File: src/rtl/core/pidc_pkg.sv
// Shared types and constants for the fixed-point PID controller.
// Used by pidc_div, pidc_mac and pid_controller_top; depends on nothing.
`timescale 1ns / 1ps
`default_nettype none

package pidc_pkg;

  // Field and datapath widths
  localparam int ErrW    = 17;   // target - measured, signed integer
  localparam int SumW    = 48;   // integral, signed Q40.8
  localparam int DerExtW = 48;   // derivative, sign-extended to three 16-bit chunks
  localparam int GainW   = 32;   // gains, signed Q16.16
  localparam int DtW     = 16;   // sample interval, unsigned Q8.8
  localparam int OutW    = 32;   // drive, signed Q16.16
  localparam int MulAW   = GainW + 1;
  localparam int MulBW   = ErrW;
  localparam int ProdW   = MulAW + MulBW;
  localparam int AccW    = 90;   // exact Q.32 sum of the three terms
  localparam int DivNumW = 42;   // |error delta| scaled by 2^24

  localparam logic signed [SumW-1:0] SumMax = {1'b0, {(SumW-1){1'b1}}};
  localparam logic signed [SumW-1:0] SumMin = {1'b1, {(SumW-1){1'b0}}};
  localparam logic signed [OutW-1:0] OutMax = {1'b0, {(OutW-1){1'b1}}};
  localparam logic signed [OutW-1:0] OutMin = {1'b1, {(OutW-1){1'b0}}};

  localparam logic [DtW-1:0] TimeStepRst = 16'd256;

  // Register indexes on the configuration port
  localparam logic [1:0] RegGainP    = 2'd0;
  localparam logic [1:0] RegGainI    = 2'd1;
  localparam logic [1:0] RegGainD    = 2'd2;
  localparam logic [1:0] RegTimeStep = 2'd3;

  // Left shift applied to a partial product before it joins the sum
  typedef enum logic [2:0] {
    SH_0,
    SH_8,
    SH_16,
    SH_24,
    SH_32,
    SH_40
  } shift_e;

  // Controls from the sequencer to the multiply-accumulate unit
  typedef struct packed {
    logic   mul_en;
    logic   acc_clr;
    logic   acc_en;
    shift_e shift;
  } mac_ctl_t;

endpackage

`default_nettype wire

File: src/rtl/core/pidc_div.sv
// Iterative unsigned restoring divider, two quotient bits per cycle.
// Depends on pidc_pkg for the dividend and divisor widths.
`timescale 1ns / 1ps
`default_nettype none

module pidc_div
  import pidc_pkg::*;
(
  input  wire logic               clk_i,
  input  wire logic               rst_ni,
  input  wire logic               start_i,
  input  wire logic [DivNumW-1:0] num_i,
  input  wire logic [DtW-1:0]     den_i,
  output logic                    busy_o,
  output logic                    done_o,
  output logic [DivNumW-1:0]      quot_o
);

  localparam int DivIter = DivNumW / 2;
  localparam int CntW    = $clog2(DivIter);

  logic [DivNumW-1:0] num_q, num_d;
  logic [DtW-1:0]     rem_q, rem_d;
  logic [CntW-1:0]    cnt_q;
  logic               busy_q;
  logic               done_q;

  logic [DtW:0] t1, t2;
  logic         ge1, ge2;
  logic [DtW-1:0] r1;

  // Two restoring steps: shift in a dividend bit, subtract where it fits
  always_comb begin
    t1    = {rem_q, num_q[DivNumW-1]};
    ge1   = (t1 >= {1'b0, den_i});
    r1    = ge1 ? DtW'(t1 - {1'b0, den_i}) : t1[DtW-1:0];
    t2    = {r1, num_q[DivNumW-2]};
    ge2   = (t2 >= {1'b0, den_i});
    rem_d = ge2 ? DtW'(t2 - {1'b0, den_i}) : t2[DtW-1:0];
    num_d = {num_q[DivNumW-3:0], ge1, ge2};
  end

  // Sequence the iterations
  always_ff @(posedge clk_i or negedge rst_ni) begin
    if (!rst_ni) begin
      busy_q <= 1'b0;
      done_q <= 1'b0;
      cnt_q  <= '0;
    end else begin
      done_q <= 1'b0;
      if (start_i) begin
        busy_q <= 1'b1;
        cnt_q  <= CntW'(DivIter - 1);
      end else if (busy_q) begin
        if (cnt_q == '0) begin
          busy_q <= 1'b0;
          done_q <= 1'b1;
        end else begin
          cnt_q <= cnt_q - 1'b1;
        end
      end
    end
  end

  // Hold dividend/quotient and partial remainder
  always_ff @(posedge clk_i) begin
    if (start_i) begin
      num_q <= num_i;
      rem_q <= '0;
    end else if (busy_q) begin
      num_q <= num_d;
      rem_q <= rem_d;
    end
  end

  assign busy_o = busy_q;
  assign done_o = done_q;
  assign quot_o = num_q;

endmodule

`default_nettype wire

File: src/rtl/core/pidc_mac.sv
// Shared 33x17 signed multiplier with registered product and a shifting accumulator.
// Depends on pidc_pkg for widths, shift codes and the control struct.
`timescale 1ns / 1ps
`default_nettype none

module pidc_mac
  import pidc_pkg::*;
(
  input  wire logic                    clk_i,
  input  wire mac_ctl_t                ctl_i,
  input  wire logic signed [MulAW-1:0] a_i,
  input  wire logic signed [MulBW-1:0] b_i,
  output logic signed [ProdW-1:0]      prod_o,
  output logic signed [AccW-1:0]       acc_o
);

  logic signed [ProdW-1:0] prod_q;
  logic signed [AccW-1:0]  acc_q;
  logic signed [AccW-1:0]  prod_ext;
  logic signed [AccW-1:0]  addend;

  // Align the partial product to its weight in the sum
  always_comb begin
    prod_ext = AccW'(prod_q);
    case (ctl_i.shift)
      SH_0:    addend = prod_ext;
      SH_8:    addend = prod_ext <<< 8;
      SH_16:   addend = prod_ext <<< 16;
      SH_24:   addend = prod_ext <<< 24;
      SH_32:   addend = prod_ext <<< 32;
      SH_40:   addend = prod_ext <<< 40;
      default: addend = prod_ext;
    endcase
  end

  // Multiply, then accumulate on a later cycle
  always_ff @(posedge clk_i) begin
    if (ctl_i.mul_en) begin
      prod_q <= ProdW'(a_i) * ProdW'(b_i);
    end
    if (ctl_i.acc_clr) begin
      acc_q <= '0;
    end else if (ctl_i.acc_en) begin
      acc_q <= acc_q + addend;
    end
  end

  assign prod_o = prod_q;
  assign acc_o  = acc_q;

endmodule

`default_nettype wire

File: src/rtl/core/pid_controller_top.sv
// Positional PID controller top: configuration port, step sequencer, saturation.
// Depends on pidc_pkg, pidc_div and pidc_mac.
//
// Each input beat (measured, target, restart) yields one output beat (drive,
// saturated). A beat is accepted only while the block is idle. After the accept
// cycle the block runs the derivative divider (42 quotient bits at two bits a
// cycle), then eight multiply and accumulate passes, each through ST_MUL and
// ST_ACC, on the single 33x17 multiplier, and last saturates in ST_FIN and loads
// the output register once it is free. The output waits in its register while
// the next beat is taken. Gains and time step must be written through the
// APB-style port only while idle; the block itself does not enforce this. A time
// step of zero acts as one LSB (1/256).
`timescale 1ns / 1ps
`default_nettype none

module pid_controller_top
  import pidc_pkg::*;
(
  input  wire logic        clk_i,
  input  wire logic        rst_ni,
  // Configuration port
  input  wire logic        psel,
  input  wire logic        penable,
  input  wire logic        pwrite,
  input  wire logic [3:0]  paddr,
  input  wire logic [31:0] pwdata,
  output logic [31:0]      prdata,
  output logic             pready,
  // Input channel
  input  wire logic               in_valid_i,
  output logic                    in_stall_o,
  input  wire logic signed [15:0] measured_i,
  input  wire logic signed [15:0] target_i,
  input  wire logic               restart_i,
  // Output channel
  output logic                    out_valid_o,
  input  wire logic               out_stall_i,
  output logic signed [OutW-1:0]  drive_o,
  output logic                    saturated_o
);

  typedef enum logic [2:0] {
    ST_IDLE,
    ST_DIV,
    ST_MUL,
    ST_ACC,
    ST_FIN
  } state_e;

  // Multiply pass: integral increment, then the chunks of the three terms
  typedef enum logic [2:0] {
    T_ES,
    T_P,
    T_I0,
    T_I1,
    T_I2,
    T_D0,
    T_D1,
    T_D2
  } term_e;

  // Configuration registers
  logic signed [GainW-1:0] gain_p_q, gain_i_q, gain_d_q;
  logic [DtW-1:0]          time_step_q;
  logic [DtW-1:0]          dt_eff;

  // Sequencer and state
  state_e                  state_q;
  term_e                   term_q;
  logic signed [SumW-1:0]  error_sum_q;
  logic signed [ErrW-1:0]  last_error_q;
  logic signed [ErrW-1:0]  err_q;
  logic signed [DerExtW-1:0] deriv_q;
  logic                    deriv_neg_q;
  logic                    clip_q;
  logic                    out_valid_q;
  logic signed [OutW-1:0]  drive_q;
  logic                    sat_q;

  // Accept-cycle arithmetic
  logic                    in_fire;
  logic signed [ErrW-1:0]  err_d;
  logic signed [ErrW-1:0]  last_eff;
  logic signed [ErrW:0]    delta;
  logic [ErrW:0]           delta_mag;
  logic [DivNumW-1:0]      div_num;

  // Shared units
  logic                    div_start, div_busy, div_done;
  logic [DivNumW-1:0]      div_quot;
  logic [DerExtW-1:0]      quot_ext;
  mac_ctl_t                mac_ctl;
  logic signed [MulAW-1:0] mul_a;
  logic signed [MulBW-1:0] mul_b;
  logic signed [ProdW-1:0] prod;
  logic signed [AccW-1:0]  acc;

  // Integral update and output saturation
  logic signed [SumW:0]    es_sum;
  logic [AccW-OutW-16:0]   acc_hi;
  logic                    out_fits;
  logic signed [OutW-1:0]  drive_d;

  logic                    cfg_wr;

  assign pready = 1'b1;
  assign cfg_wr = psel && penable && pwrite;
  assign dt_eff = (time_step_q == '0) ? DtW'(1) : time_step_q;

  // Register read back
  always_comb begin
    case (paddr[3:2])
      RegGainP:    prdata = gain_p_q;
      RegGainI:    prdata = gain_i_q;
      RegGainD:    prdata = gain_d_q;
      RegTimeStep: prdata = {16'b0, time_step_q};
      default:     prdata = '0;
    endcase
  end

  // Register writes
  always_ff @(posedge clk_i or negedge rst_ni) begin
    if (!rst_ni) begin
      gain_p_q    <= '0;
      gain_i_q    <= '0;
      gain_d_q    <= '0;
      time_step_q <= TimeStepRst;
    end else if (cfg_wr) begin
      case (paddr[3:2])
        RegGainP:    gain_p_q    <= pwdata;
        RegGainI:    gain_i_q    <= pwdata;
        RegGainD:    gain_d_q    <= pwdata;
        RegTimeStep: time_step_q <= pwdata[DtW-1:0];
        default:     ;
      endcase
    end
  end

  // Error, error delta and divider dividend at accept
  assign in_fire = in_valid_i && (state_q == ST_IDLE);
  always_comb begin
    err_d     = ErrW'(target_i) - ErrW'(measured_i);
    last_eff  = restart_i ? '0 : last_error_q;
    delta     = (ErrW + 1)'(err_d) - (ErrW + 1)'(last_eff);
    delta_mag = delta[ErrW] ? (ErrW + 1)'(-delta) : delta;
    div_num   = DivNumW'({delta_mag, 24'b0});
  end
  assign div_start = in_fire;
  assign quot_ext  = DerExtW'(div_quot);

  // Pick the multiplier operands and the product weight for each pass
  always_comb begin
    mac_ctl.shift = SH_0;
    mul_a         = MulAW'(gain_d_q);
    mul_b         = err_q;
    case (term_q)
      T_ES: begin
        mul_a = $signed(MulAW'(dt_eff));
        mul_b = err_q;
      end
      T_P: begin
        mul_a         = MulAW'(gain_p_q);
        mul_b         = err_q;
        mac_ctl.shift = SH_16;
      end
      T_I0: begin
        mul_a         = MulAW'(gain_i_q);
        mul_b         = {1'b0, error_sum_q[15:0]};
        mac_ctl.shift = SH_8;
      end
      T_I1: begin
        mul_a         = MulAW'(gain_i_q);
        mul_b         = {1'b0, error_sum_q[31:16]};
        mac_ctl.shift = SH_24;
      end
      T_I2: begin
        mul_a         = MulAW'(gain_i_q);
        mul_b         = {error_sum_q[47], error_sum_q[47:32]};
        mac_ctl.shift = SH_40;
      end
      T_D0: begin
        mul_a         = MulAW'(gain_d_q);
        mul_b         = {1'b0, deriv_q[15:0]};
        mac_ctl.shift = SH_0;
      end
      T_D1: begin
        mul_a         = MulAW'(gain_d_q);
        mul_b         = {1'b0, deriv_q[31:16]};
        mac_ctl.shift = SH_16;
      end
      T_D2: begin
        mul_a         = MulAW'(gain_d_q);
        mul_b         = {deriv_q[47], deriv_q[47:32]};
        mac_ctl.shift = SH_32;
      end
      default: ;
    endcase
    mac_ctl.mul_en  = (state_q == ST_MUL);
    mac_ctl.acc_clr = in_fire;
    mac_ctl.acc_en  = (state_q == ST_ACC) && (term_q != T_ES);
  end

  // Saturating integral sum
  assign es_sum = (SumW + 1)'(error_sum_q) + (SumW + 1)'(prod);

  // Floor to Q16.16 and clip to 32 bits
  always_comb begin
    acc_hi   = acc[AccW-1:OutW+15];
    out_fits = (&acc_hi) || !(|acc_hi);
    if (out_fits) begin
      drive_d = acc[OutW+15:16];
    end else begin
      drive_d = acc[AccW-1] ? OutMin : OutMax;
    end
  end

  pidc_div u_div (
    .clk_i   (clk_i),
    .rst_ni  (rst_ni),
    .start_i (div_start),
    .num_i   (div_num),
    .den_i   (dt_eff),
    .busy_o  (div_busy),
    .done_o  (div_done),
    .quot_o  (div_quot)
  );

  pidc_mac u_mac (
    .clk_i  (clk_i),
    .ctl_i  (mac_ctl),
    .a_i    (mul_a),
    .b_i    (mul_b),
    .prod_o (prod),
    .acc_o  (acc)
  );

  // Sequencer, controller state and output register
  always_ff @(posedge clk_i or negedge rst_ni) begin
    if (!rst_ni) begin
      state_q      <= ST_IDLE;
      term_q       <= T_ES;
      error_sum_q  <= '0;
      last_error_q <= '0;
      clip_q       <= 1'b0;
      out_valid_q  <= 1'b0;
    end else begin
      // Drop the output beat once taken, unless a new result replaces it
      if (out_valid_q && !out_stall_i && (state_q != ST_FIN)) begin
        out_valid_q <= 1'b0;
      end
      case (state_q)
        ST_IDLE: begin
          if (in_valid_i) begin
            if (restart_i) begin
              error_sum_q <= '0;
            end
            last_error_q <= err_d;
            clip_q       <= 1'b0;
            term_q       <= T_ES;
            state_q      <= ST_DIV;
          end
        end
        ST_DIV: begin
          if (div_done) begin
            state_q <= ST_MUL;
          end
        end
        ST_MUL: begin
          state_q <= ST_ACC;
        end
        ST_ACC: begin
          if (term_q == T_ES) begin
            if (es_sum[SumW] != es_sum[SumW-1]) begin
              error_sum_q <= es_sum[SumW] ? SumMin : SumMax;
              clip_q      <= 1'b1;
            end else begin
              error_sum_q <= es_sum[SumW-1:0];
            end
          end
          if (term_q == T_D2) begin
            state_q <= ST_FIN;
          end else begin
            term_q  <= term_e'(term_q + 3'd1);
            state_q <= ST_MUL;
          end
        end
        ST_FIN: begin
          // Load the result once the output register is free
          if (!out_valid_q || !out_stall_i) begin
            out_valid_q <= 1'b1;
            state_q     <= ST_IDLE;
          end
        end
        default: state_q <= ST_IDLE;
      endcase
    end
  end

  // Payload registers
  always_ff @(posedge clk_i) begin
    if (in_fire) begin
      err_q       <= err_d;
      deriv_neg_q <= delta[ErrW];
    end
    if (state_q == ST_DIV && div_done) begin
      deriv_q <= deriv_neg_q ? -$signed(quot_ext) : $signed(quot_ext);
    end
    if (state_q == ST_FIN && (!out_valid_q || !out_stall_i)) begin
      drive_q <= drive_d;
      sat_q   <= clip_q || !out_fits;
    end
  end

  assign in_stall_o  = (state_q != ST_IDLE);
  assign out_valid_o = out_valid_q;
  assign drive_o     = drive_q;
  assign saturated_o = sat_q;

  // Accepting a beat occupies the block for the following cycle
  a_busy_after_accept : assert property (@(posedge clk_i) disable iff (!rst_ni)
    in_valid_i && !in_stall_o |=> in_stall_o)
    else $error("block ready right after accepting a beat");

  // The divider is only started when free
  a_div_start_free : assert property (@(posedge clk_i) disable iff (!rst_ni)
    div_start |-> !div_busy)
    else $error("divider restarted while busy");

  // The divider has finished before the result is formed
  a_div_idle_at_fin : assert property (@(posedge clk_i) disable iff (!rst_ni)
    (state_q == ST_FIN) |-> !div_busy)
    else $error("divider still busy when forming the result");

  // A finished result waits while the output register is held
  a_fin_holds : assert property (@(posedge clk_i) disable iff (!rst_ni)
    (state_q == ST_FIN) && out_valid_q && out_stall_i |=> (state_q == ST_FIN))
    else $error("result dropped while output stalled");

endmodule

`default_nettype wire
File: config.mk
export PLATFORM = sky130hd
export DESIGN_NAME = pid_controller_top
export DESIGN_NICKNAME = d
export VERILOG_FILES = /design/src/rtl/core/pidc_pkg.sv /design/src/rtl/core/pidc_div.sv /design/src/rtl/core/pidc_mac.sv /design/src/rtl/core/pid_controller_top.sv
export SDC_FILE = /design/constraint.sdc
export NUM_CORES = 2
export LEC_CHECK = 0
export ABC_AREA = 1
export BUFFER_PORTS_ARGS = -buffer_cell sky130_fd_sc_hd__buf_2
export CAP_MARGIN = 0
export CORE_MARGIN = 4
export CORE_UTILIZATION = 35
export DETAILED_ROUTE_END_ITERATION = 10
export GPL_ROUTABILITY_DRIVEN = 0
export SETUP_SLACK_MARGIN = 0.5
export SLEW_MARGIN = 25
export SYNTH_ARGS = -nofsm -noshare
export SYNTH_HDL_FRONTEND = slang
export SYNTH_SLANG_ARGS = --single-unit
File: constraint.sdc
create_clock -name clk_i -period 9.5 [get_ports clk_i]
set_clock_uncertainty 0.2 [all_clocks]
set_input_delay 1.425 -clock clk_i [delete_from_list [all_inputs] [get_ports clk_i]]
set_output_delay 1.425 -clock clk_i [all_outputs]
set_load 0.01 [all_outputs]
==> flow_metrics.tcl <==
set metrics [dict create \
    outcome "complete, no violations" \
    cts.sinks 489 \
    dp_hpwl_um 162800 \
    fin_tns_setup_ps 0 \
    vias 55970 \
    period_minus_slack_ps 8587 \
    timing.final.hold_violations 0 \
    pre_cts_ws_ps 818.1 \
    clk_root_buffer_cell "clkbuf_16" \
    ys_ff_latch 489 \
    grt_overflow_total 0 \
    slowest_delay_ps 550 \
    post_synth.cell_area_avg_sq_um 7.002 \
    cp-start-kind "flop" \
    insertedDiodeCount 0 \
    period_share_pct 90.39 \
    initial_core_util_pct 35.26 \
    clk_pin_slew_worst_paths_ps 60 \
    synth_area_leaders "fa_1, nand2_1, inv_1" \
    grt_setup_unrepaired "true" \
    die_h_um 415.9 \
    synth_top_area_share_pct 18.29 \
    syn_to_final_growth_pct 9.288 \
    drt_iter0_drc 6145 \
    dr.pass1.iters 7 \
    grt_pass1_wl_um 311800 \
    syn_nets 9253 \
    syn_area_sq_um 58230 \
    wl_per_cell_um 19.06 \
    grt_use_total_pct 22.83 \
    fmax_mhz 116.5 \
    synth_warnings 0 \
    syn_inst 8317 \
    nets 9316 \
    cp_slowest_cell "fa_1" \
    cap_violations 0 \
    antenna_left 0 \
    cts_tree "yes" \
    wl_um 202400 \
    grt_pass1_vias 54160 \
    num_io_pins 144 \
    async_reset_ff_share_pct 39.26 \
    setup_viol_count_final 0 \
    layout-drive-gt1-share_pct 5.421 \
    relSlewSlack_pct 37.66 \
    worstPathArrival_ps 8770 \
    grt_max_degree 136 \
    worst_setup_path_end_kind "flop" \
    core-area_sq_um 165200 \
    worst-slew-pin-transition_ps 932.8 \
    die_width_um 415.9 \
    final_max_slew_viol_count 0 \
    drc 0 \
    cts_buffer_depth 3 \
    core.rowCount 149 \
    port_buffers 140 \
    criticalPathCategory "flop to flop" \
    synth_largest_area_cell "fa_1" \
    synth_edf_count 167 \
    crit_fanout 17 \
    final_area_sq_um 63640 \
    vias_per_cell 5.270 \
    hold_path_class "flop to flop" \
    yosysSeqAreaShare_pct 21.33 \
    cp.required_ps 9690 \
    clk_latency_ps 730 \
    cts_buffers 59 \
    antenna_found_initial 2 \
    die-area_sq_um 173000 \
    htreeDepth 2 \
    synthFlopType "dfrtp_1" \
    yosysUniqueCellTypes 61 \
    dpl_cell_area_sq_um 61530 \
    fin_ws_ps 912.8 \
]
## kinds of logic (layout without fill, tap and decap cells)
logic type | count (synthesis) | after routing | synth area share, %
compound gates | 1248 | 1248 | 12.44
xor+xnor | 198 | 198 | 2.978
fa+ha+maj | 860 | 860 | 25.34
buf+inv | 1921 | 2034 | 12.76
flops | 489 | 489 | 21.33
other cells | 1 | 1 | 0.006440
simple gates | 3600 | 3600 | 25.15
## registers in the layout, summed over array words and instances (netlist names), 3 cells and up
register	count
time_step_q	16
err_q	17
u_mac.prod_o	50
gain_p_q	32
u_div.quot_o	42
term_q	3
drive_o	32
state_q	3
deriv_q	48
u_div.cnt_q	5
gain_i_q	32
error_sum_q	48
last_error_q	17
gain_d_q	32
u_div.rem_q	16
u_mac.acc_o	90
## metrics by stage
stage	std cells	util [%]	hold WS, ps
2_1_floorplan	8317	-	231.1
3_3_place_gp	10500	37.22	259.5
3_5_place_dp	10500	37.25	259.8
4_1_cts	10620	38.47	272.2
5_1_grt	10620	38.53	300.8
6_report	10620	38.53	275.5
## layer usage
metal | part of all wire [%] | wire length (um) | vias to the layer above | track usage, %
met5 | 0 | 0 | - | 0
li1 | - | - | 26270 | -
met2 | 44 | 88810 | 2548 | 36.17
met3 | 8.2 | 16590 | 488 | 3.318
met4 | 5.2 | 10490 | 0 | 10.09
met1 | 43 | 86520 | 26670 | 30.98
## placed cells by master (no fill, tap or decap), drive strengths merged, types with 13 or more instances in the layout
cell type     n
a22oi        32
nor3         74
xnor2        64
nand2      2150
a211oi       13
nor2        827
o21ai       463
a221oi       59
xor2        134
nand4       122
a31oi        29
buf         248
nand3       361
nor4         23
dfrtp       191
fa          532
o22ai        76
a21oi       431
clkbuf       71
a21o         18
dfxtp       130
or2          14
o211ai       14
inv        1677
o21bai       37
edfxtp      167
ha          328
a21boi       14
o221ai       16
clkinv       21
## cell usage after synthesis, drive strengths merged, types with 16 or more instances
cell	n
a21o	18
a21oi	431
a221oi	59
a22oi	32
a31oi	29
buf	124
clkbuf	123
dfrtp	191
dfxtp	130
edfxtp	167
fa	532
ha	328
inv	1672
nand2	2150
nand3	361
nand4	122
nor2	827
nor3	74
nor4	23
o21ai	463
o21bai	37
o221ai	16
o22ai	76
xnor2	64
xor2	134
## layout make-up
class                      instances  area [sq um]
sequential                       489         12420
clock inverter                    41         481.7
fill                           17540        101500
tap                             2189          2739
clock buffer                      70          1538
inverter                        1674          6299
multi-input combinational       5907         38520
timing repair buffer             249          1643
## critical path, delay by kind of cell, from the launching register on
kind,cells,cell delay (ps)
adders and majority gates,8,3080
AOI/OAI and AO/OA,6,1950
buffers and inverters,12,1460
and+or+nand+nor,9,1190
DFF,1,370
## worst paths after layout
kind | from | end | slack [ps] | cells past startpoint
min in group asynchronous | rst_ni | gain_i_q[23]$_DFFE_PN0P_ | 590 | 1
hold / removal | u_div.rem_q[9]$_SDFFE_PP0P_ | u_div.rem_q[9]$_SDFFE_PP0P_ | 280 | 2
setup / recovery | term_q[0]$_DFFE_PN0P_ | u_mac.prod_o[28]$_DFFE_PP_ | 910 | 35
setup reg to reg | term_q[0]$_DFFE_PN0P_ | u_mac.prod_o[28]$_DFFE_PP_ | 910 | 35
hold reg to reg | u_div.rem_q[9]$_SDFFE_PP0P_ | u_div.rem_q[9]$_SDFFE_PP0P_ | 280 | 2
max in group asynchronous | rst_ni | error_sum_q[43]$_DFFE_PN0P_ | 7260 | 2
## what timing repair did
action | in CTS | in global routing
setup endpoints to repair | 0 | 19
gates resized for setup | 0 | 10
hold buffers | 0 | 0
setup buffers | 0 | 2
Power is not shown: default switching activity piles up to over one toggle a cycle in this logic, so the estimate is an artifact.
